`src/sv/mss_pkg.sv`:
```
`default_nettype none
// ----------------------------------------------------------------------------
// mss_pkg
// Shared widths, codes, reset values and controller/datapath bundles of the
// multitrack step sequencer.
// ----------------------------------------------------------------------------
package mss_pkg;

    localparam int TRACKS_DEF = 16;
    localparam int STEPS_DEF  = 16;

    // field widths of the request and event channels
    localparam int CMD_W     = 3;
    localparam int FRAMES_W  = 13;
    localparam int TRK_W     = 4;
    localparam int STEP_W    = 4;
    localparam int NOTE_W    = 7;
    localparam int VEL_W     = 7;
    localparam int KIND_W    = 2;
    localparam int POS_W     = 4;

    // configuration
    localparam int LEN_W      = 20;
    localparam int MUTE_W     = 16;
    localparam int CFG_IDX_W  = 1;
    localparam int CFG_DATA_W = 20;

    localparam logic [CFG_IDX_W-1:0] CFG_SAMPLES = 1'd0;
    localparam logic [CFG_IDX_W-1:0] CFG_MUTE    = 1'd1;

    localparam logic [LEN_W-1:0]  SAMPLES_RST = 20'd6000;
    localparam logic [NOTE_W-1:0] NOTE_RST    = 7'd60;
    localparam logic [VEL_W-1:0]  VEL_RST     = 7'd102;

    // one quotient bit per cycle over the frame count
    localparam int DIV_CNT_W = 4;

    typedef enum logic [CMD_W-1:0] {
        CMD_TICK   = 3'd0,
        CMD_TOGGLE = 3'd1,
        CMD_CLEAR  = 3'd2,
        CMD_PLAY   = 3'd3,
        CMD_STOP   = 3'd4
    } cmd_code_t;

    typedef enum logic [KIND_W-1:0] {
        KIND_OFF    = 2'd0,
        KIND_ON     = 2'd1,
        KIND_STATUS = 2'd2
    } kind_t;

    typedef struct packed {
        logic               on;
        logic [NOTE_W-1:0]  note;
        logic [VEL_W-1:0]   velocity;
    } pat_word_t;

    typedef struct packed {
        logic               valid;
        logic [NOTE_W-1:0]  note;
    } held_word_t;

    typedef struct packed {
        kind_t              kind;
        logic [TRK_W-1:0]   track;
        logic [NOTE_W-1:0]  note;
        logic [VEL_W-1:0]   velocity;
        logic               active;
        logic [POS_W-1:0]   position;
        logic               last;
    } event_t;

    typedef struct packed {
        logic in_ready;
        logic sweep_wr;
        logic tick_short;
        logic div_init;
        logic div_step;
        logic div_done;
        logic play;
        logic stop;
        logic trk_init;
        logic trk_rd;
        logic trk_next;
        logic emit_off;
        logic emit_on;
        logic tgl_rd;
        logic tgl_wr;
        logic clr_init;
        logic clr_wr;
        logic flush;
    } ctl_cmd_t;

    typedef struct packed {
        logic             in_fire;
        logic [CMD_W-1:0] command;
        logic             running;
        logic             short_tick;
        logic             clr_in_range;
        logic             div_last;
        logic             trk_last;
        logic             muted;
        logic             held_valid;
        logic             step_on;
        logic             clr_last;
        logic             sweep_last;
        logic             emit_ok;
        logic             pend_valid;
        logic             out_free;
    } ctl_sts_t;

endpackage
`default_nettype wire

```
`src/sv/mss_ctrl.sv`:
```
`default_nettype none
// ----------------------------------------------------------------------------
// mss_ctrl
// Sequencing state machine: reset sweep, command decode, step divider,
// per-track event walk, toggle, track clear and event flush.
// ----------------------------------------------------------------------------
module mss_ctrl import mss_pkg::*; (
    input  logic     clk,
    input  logic     rst_n,
    input  ctl_sts_t sts,
    output ctl_cmd_t ctl
);

    typedef enum logic [12:0] {
        ST_SWEEP   = 13'b0000000000001,
        ST_IDLE    = 13'b0000000000010,
        ST_DECODE  = 13'b0000000000100,
        ST_DIV     = 13'b0000000001000,
        ST_DIVEND  = 13'b0000000010000,
        ST_TRK_RD  = 13'b0000000100000,
        ST_TRK_CHK = 13'b0000001000000,
        ST_TRK_OFF = 13'b0000010000000,
        ST_TRK_ON  = 13'b0000100000000,
        ST_TGL_WR  = 13'b0001000000000,
        ST_CLR     = 13'b0010000000000,
        ST_FLUSH   = 13'b0100000000000,
        ST_SPARE   = 13'b1000000000000
    } state_t;

    state_t state_reg;
    state_t state_next;

    always_ff @(posedge clk or negedge rst_n)
    begin
        if (!rst_n)
        begin
            state_reg <= ST_SWEEP;
        end
        else
        begin
            state_reg <= state_next;
        end
    end

    always_comb
    begin
        ctl        = '0;
        state_next = state_reg;
        unique case (state_reg)
            ST_SWEEP:
            begin
                ctl.sweep_wr = 1'b1;
                if (sts.sweep_last)
                begin
                    state_next = ST_IDLE;
                end
            end
            ST_IDLE:
            begin
                ctl.in_ready = 1'b1;
                if (sts.in_fire)
                begin
                    state_next = ST_DECODE;
                end
            end
            ST_DECODE:
            begin
                state_next = ST_IDLE;
                unique case (sts.command)
                    CMD_TICK:
                    begin
                        if (sts.running)
                        begin
                            if (sts.short_tick)
                            begin
                                ctl.tick_short = 1'b1;
                            end
                            else
                            begin
                                ctl.div_init = 1'b1;
                                state_next   = ST_DIV;
                            end
                        end
                    end
                    CMD_TOGGLE:
                    begin
                        ctl.tgl_rd = 1'b1;
                        state_next = ST_TGL_WR;
                    end
                    CMD_CLEAR:
                    begin
                        if (sts.clr_in_range)
                        begin
                            ctl.clr_init = 1'b1;
                            state_next   = ST_CLR;
                        end
                    end
                    CMD_PLAY:
                    begin
                        ctl.play = 1'b1;
                    end
                    CMD_STOP:
                    begin
                        ctl.stop = 1'b1;
                    end
                    default:
                    begin
                        state_next = ST_IDLE;
                    end
                endcase
            end
            ST_DIV:
            begin
                ctl.div_step = 1'b1;
                if (sts.div_last)
                begin
                    state_next = ST_DIVEND;
                end
            end
            ST_DIVEND:
            begin
                ctl.div_done = 1'b1;
                ctl.trk_init = 1'b1;
                state_next   = ST_TRK_RD;
            end
            ST_TRK_RD:
            begin
                ctl.trk_rd = 1'b1;
                state_next = ST_TRK_CHK;
            end
            ST_TRK_CHK:
            begin
                priority if (!sts.muted && sts.held_valid)
                begin
                    state_next = ST_TRK_OFF;
                end
                else if (!sts.muted && sts.step_on)
                begin
                    state_next = ST_TRK_ON;
                end
                else
                begin
                    ctl.trk_next = !sts.trk_last;
                    state_next   = sts.trk_last ? ST_FLUSH : ST_TRK_RD;
                end
            end
            ST_TRK_OFF:
            begin
                if (sts.emit_ok)
                begin
                    ctl.emit_off = 1'b1;
                    if (sts.step_on)
                    begin
                        state_next = ST_TRK_ON;
                    end
                    else
                    begin
                        ctl.trk_next = !sts.trk_last;
                        state_next   = sts.trk_last ? ST_FLUSH : ST_TRK_RD;
                    end
                end
            end
            ST_TRK_ON:
            begin
                if (sts.emit_ok)
                begin
                    ctl.emit_on  = 1'b1;
                    ctl.trk_next = !sts.trk_last;
                    state_next   = sts.trk_last ? ST_FLUSH : ST_TRK_RD;
                end
            end
            ST_TGL_WR:
            begin
                // staging is empty here, so the status always fits
                ctl.tgl_wr = 1'b1;
                state_next = ST_FLUSH;
            end
            ST_CLR:
            begin
                ctl.clr_wr = 1'b1;
                if (sts.clr_last)
                begin
                    state_next = ST_IDLE;
                end
            end
            ST_FLUSH:
            begin
                priority if (!sts.pend_valid)
                begin
                    state_next = ST_IDLE;
                end
                else if (sts.out_free)
                begin
                    ctl.flush  = 1'b1;
                    state_next = ST_IDLE;
                end
            end
            default:
            begin
                state_next = ST_IDLE;
            end
        endcase
    end

endmodule
`default_nettype wire

```
`config.mk`:
```
export PLATFORM = sky130hd
export DESIGN_NAME = mss_ctrl
export DESIGN_NICKNAME = d
export VERILOG_FILES = /design/src/sv/mss_pkg.sv /design/src/sv/mss_ctrl.sv
export SDC_FILE = /design/constraint.sdc
export NUM_CORES = 1
export LEC_CHECK = 0
export BUFFER_PORTS_ARGS = -buffer_cell sky130_fd_sc_hd__buf_4
export CAP_MARGIN = 20
export CELL_PAD_IN_SITES_DETAIL_PLACEMENT = 0
export CELL_PAD_IN_SITES_GLOBAL_PLACEMENT = 1
export CORE_AREA = 2 2 64 54
export DETAILED_ROUTE_END_ITERATION = 8
export DIE_AREA = 0 0 66 56
export PLACE_DENSITY = 0.88
export SLEW_MARGIN = 20
export SYNTH_ARGS = -nofsm -noshare
export SYNTH_HDL_FRONTEND = slang
export SYNTH_SLANG_ARGS = --single-unit
export TNS_END_PERCENT = 50
```
`constraint.sdc`:
```
create_clock -name clk -period 3.8 [get_ports clk]
set_clock_uncertainty 0.1 [all_clocks]
set_input_delay 0.38 -clock clk [delete_from_list [all_inputs] [get_ports clk]]
set_output_delay 0.38 -clock clk [all_outputs]
set_load 0.01 [all_outputs]
```
After elaboration in Yosys (flattened, before gate mapping)
Index checks and enable logic that the tools add are counted.
Widths: inputs -> output; s select.
{ "classes": {"n_reduce_logical": 6, "eq_ne": 23, "n_mux": 49} }
{ "ops": {"columns": ["cell", "n"], "rows": [
  ["$pmux 13 s12", 1],
  ["$mux 13", 9],
  ["$pmux 13 s3", 1],
  ["$mux 12", 3],
  ["$mux 1", 26],
  ["$eq 13x1->1 const B", 1],
  ["$eq 13x10->1 const B", 1],
  ["$eq 13x11->1 const B", 1],
  ["$eq 13x12->1 const B", 1],
  ["$eq 13x2->1 const B", 1],
  ["$eq 13x3->1 const B", 1],
  ["$eq 13x4->1 const B", 1],
  ["$eq 13x5->1 const B", 1],
  ["$eq 13x6->1 const B", 1],
  ["$eq 13x7->1 const B", 1],
  ["$eq 13x8->1 const B", 1],
  ["$eq 13x9->1 const B", 1],
  ["$ne 2x2->1 const B", 6],
  ["$mux 11", 1],
  ["$mux 2", 5],
  ["$mux 4", 2],
  ["$reduce_and 7->1", 1],
  ["$eq 3x2->1 const B", 2],
  ["$eq 3x1->1 const B", 1],
  ["6 further kinds", 8]
]} }
{ "totals": {"register_bits": 13, "wordCells": 79} }

Longest topological paths before layout
{ "depth": {"ltp_word": 5, "mapped_depth": 6, "depth_no_buf": 5} }

Worst setup path after synthesis
OpenSTA, ideal clock, no wires.
{ "synth_timing": {"path_type": "register -> output", "start": "register state_reg[1]", "end": "output ctl[12] (netlist name)", "path_slack_ns": 1.628, "path_stages_with_launch": 5, "required_time_ns": 3.320, "arrival_ns": 1.692, "path_cell_list": "dfrtp_1 nor4_4 nand3b_4 nor4b_2 buf_4"} }
{ "synth_rtl": {"columns": ["element", "line", "source"], "rows": [
  ["start: declaration", "mss_ctrl.sv:30", "state_t state_reg;"],
  ["start signal: assignment", "mss_ctrl.sv:41", "state_reg <= state_next;"],
  ["end: declaration", "mss_ctrl.sv:11", "output ctl_cmd_t ctl"]
]} }

==> impl_metrics.env <==
export IMPL_path_clk_slew_ps=60
export IMPL_synth_adder_area_share_pct=0
export IMPL_dp_hpwl_mm=2.28
export IMPL_gr_total_overflow=0
export IMPL_fin_tns_setup_ps=0
export IMPL_use_met1_pct=23.1
export IMPL_synth_distinct_cells=49
export IMPL_cts_tree="built"
export IMPL_tightest_slew_ps=482
export IMPL_synthesis_area_um2=1160
export IMPL_crit_required_ps=3320
export IMPL_cp_arrival_ps=2180
export IMPL_busiest_layer="met2"
export IMPL_hp_start="sts[3]"
export IMPL_finalCriticalPeriod_ps=2660
export IMPL_fin_cells=207
export IMPL_num_antenna_cells=0
export IMPL_finalPower_uw=576
export IMPL_wl_mm=2.85
export IMPL_cts_setup_buffers=0
export IMPL_num_fill_cells=307
export IMPL_cts_sinks=12
export IMPL_synth_edff_count=0
export IMPL_synth_xor_area_share_pct=3.03
export IMPL_cp_end_kind="output port"
export IMPL_slew_viol_final=0
export IMPL_row_count=18
export IMPL_gp_congestion=0.860
export IMPL_cts_buffers=3
export IMPL_avgSynthCellArea_um2=8.69
export IMPL_async_flop_share_pct=100
export IMPL_critPathLaunchType="register"
export IMPL_p_leak_uw=0.000657
export IMPL_r2r_setup_slack_ps=1700
export IMPL_fmax_ghz=0.376
export IMPL_dpl_cell_count=202
export IMPL_io_pin_count=37
export IMPL_numPortBuffers=36
export IMPL_ys_seq_elements=12
export IMPL_fin_ws_ps=1140
export IMPL_die_area_um2=3700
export IMPL_vias_per_cell=5.52
export IMPL_grt_max_degree=13
export IMPL_clk_path_buf_depth=2
export IMPL_synth_top_family_by_area="simple AND/OR/NAND/NOR gates"
export IMPL_finalHoldViolations=0
export IMPL_drc_errors=0
export IMPL_start_util_pct=38.3
export IMPL_syn_nets=152
export IMPL_die_h_um=56
export IMPL_syn_inst=133
export IMPL_area_growth_pct=28.7
export IMPL_ys_flop_type="dfrtp_1"
export IMPL_crit_start="state_reg[8]"
export IMPL_slew_headroom_pct=67.6
export IMPL_die_w_um=66
export IMPL_route_vias_total=1143
export IMPL_yosys_warnings=0
export IMPL_drive_above_1_share_pct=35.3
export IMPL_fin_area_um2=1490
export IMPL_drt_iter0_markers=35
export IMPL_largest_reg_flops=12
export IMPL_ff_latch_area_um2=302
export IMPL_synth_compound_area_share_pct=22.7
export IMPL_max_cap_violations=0
export IMPL_min_path_type="in2reg"
export IMPL_grt_pass1_wl_mm=4.93
export IMPL_worstSetupPathType="reg2out"
export IMPL_htree_num_levels=1
export IMPL_setup_viol=0
export IMPL_yosys_area_share_simple_pct=41.5
export IMPL_period_share_pct=70.0
export IMPL_clock_latency_ps=240
export IMPL_core_area_um2=3020
export IMPL_ant_nets=0
export IMPL_dpl_instance_area_um2=1430
export IMPL_grt_pass1_vias=1117
export IMPL_num_nets_final=187
export IMPL_timing_rr_start="state_reg[1]"
export IMPL_timing_rr_end="state_reg[8]"
export IMPL_pre_cts_slack_ps=1360
export IMPL_firstDrtPassIters=4
export IMPL_use_met3_pct=4.66
export IMPL_multi_input_area_um2=777
export IMPL_power_density_nw_per_um2=387
export IMPL_ir_drop_uv=233
export IMPL_met2_usage_pct=25.4
export IMPL_synth_area_mux_share_pct=0
export IMPL_cts_root_buf="clkbuf_8"
export IMPL_grt_usage_pct=16.5
export IMPL_ctsResizeCount=0
export IMPL_grt_antenna_before_repair=0
export IMPL_rr_worst_depth=5
export IMPL_path_max_fanout=9
export IMPL_grt_setup_unrepaired="no"
export IMPL_ys_seq_area_share_pct=26.1
export IMPL_status="complete, no violations"
export IMPL_wl_per_cell_um=13.7
export IMPL_crit_end="ctl[14]"
## cell usage after synthesis, types with 2 or more instances
cell type / n / area [um^2]
nor2_1: 15 / 56.3
dfrtp_1: 11 / 275
inv_1: 9 / 33.8
nor3_1: 9 / 45.0
nand2_1: 7 / 26.3
o21ai_0: 6 / 30.0
a21oi_1: 5 / 25.0
nor4_1: 5 / 31.3
and3_1: 3 / 18.8
nand3_1: 3 / 15.0
nand3b_1: 3 / 22.5
nor2b_1: 3 / 18.8
nor3b_1: 3 / 22.5
nor4_4: 3 / 63.8
o211ai_1: 3 / 22.5
o32ai_1: 3 / 26.3
xor2_1: 3 / 26.3
buf_2: 2 / 10.0
buf_4: 2 / 15.0
clkbuf_1: 2 / 7.51
nand2b_1: 2 / 12.5
nand4_1: 2 / 12.5
nor4b_2: 2 / 30.0
or3b_2: 2 / 17.5
## logic make-up (layout without fill, tap and decap cells)
group,Yosys count,in the layout
and+or+nand+nor,70,70
buffers and inverters,16,50
AOI/OAI and AO/OA,31,31
DFF,12,12
xor gates and xnor gates,4,4
## stage by stage
step	util, %	hold WS (ps)
2_1_floorplan	-	-15.6
3_3_place_gp	47.5	134
3_5_place_dp	47.5	134
4_1_cts	49.3	151
5_1_grt	49.3	160
6_report	49.3	154
## area by class of cell
class | instances | area share, %
Clock buffer | 4 | 3.03
Sequential cell | 12 | 20.3
Timing Repair Buffer | 37 | 18.8
Multi-Input combinational cell | 105 | 52.2
Tap cell | 40 | 3.36
Inverter | 9 | 2.27
## cells in the final DEF, fill, tap and decap left out, types with 5 or more instances in the layout
cell type	synthesis	final
nor4_1	5	5
nand2_1	7	7
o21ai_0	6	6
buf_4	2	36
nor2_1	15	15
inv_1	9	9
dfrtp_1	11	11
nor3_1	9	9
a21oi_1	5	5
## routing by layer
layer,routed length [um],up-vias,share of wire (%)
li1,-,566,-
met1,1350,535,47
met2,1310,42,46
met3,186,0,6.5
met4,0,0,0
met5,0,-,0
## where the power goes
| group | leakage (uW) | internal (uW) | switching [uW] |
|---|---|---|---|
| logic | 0.000474 | 125 | 158 |
| registers | 0.000160 | 140 | 28.7 |
| clock network | 0.0000228 | 74.1 | 51.0 |
## worst max-delay path, cell delays in order (launching register included)
cell	delay, ps
dfrtp_1	500
nor4_4	520
nand4_1	280
nor2_1	220
nand3_1	160
nor2_1	120
buf_4	130
## how the worst min path moves through the flow
stage | endpoint | cells after the start
2_1_floorplan | state_reg[10] | 0
3_3_place_gp | state_reg[7] | 1
3_5_place_dp | state_reg[7] | 1
4_1_cts | state_reg[0] | 2
5_1_grt | state_reg[0] | 2
6_report | state_reg[0] | 2
## timing repair
action / CTS / global route
endpoints found under the setup margin: 0 / 0
hold buffers: 1 / 0
endpoints found under the hold margin: 11 / 0
Power figures use the tool's default switching activity.
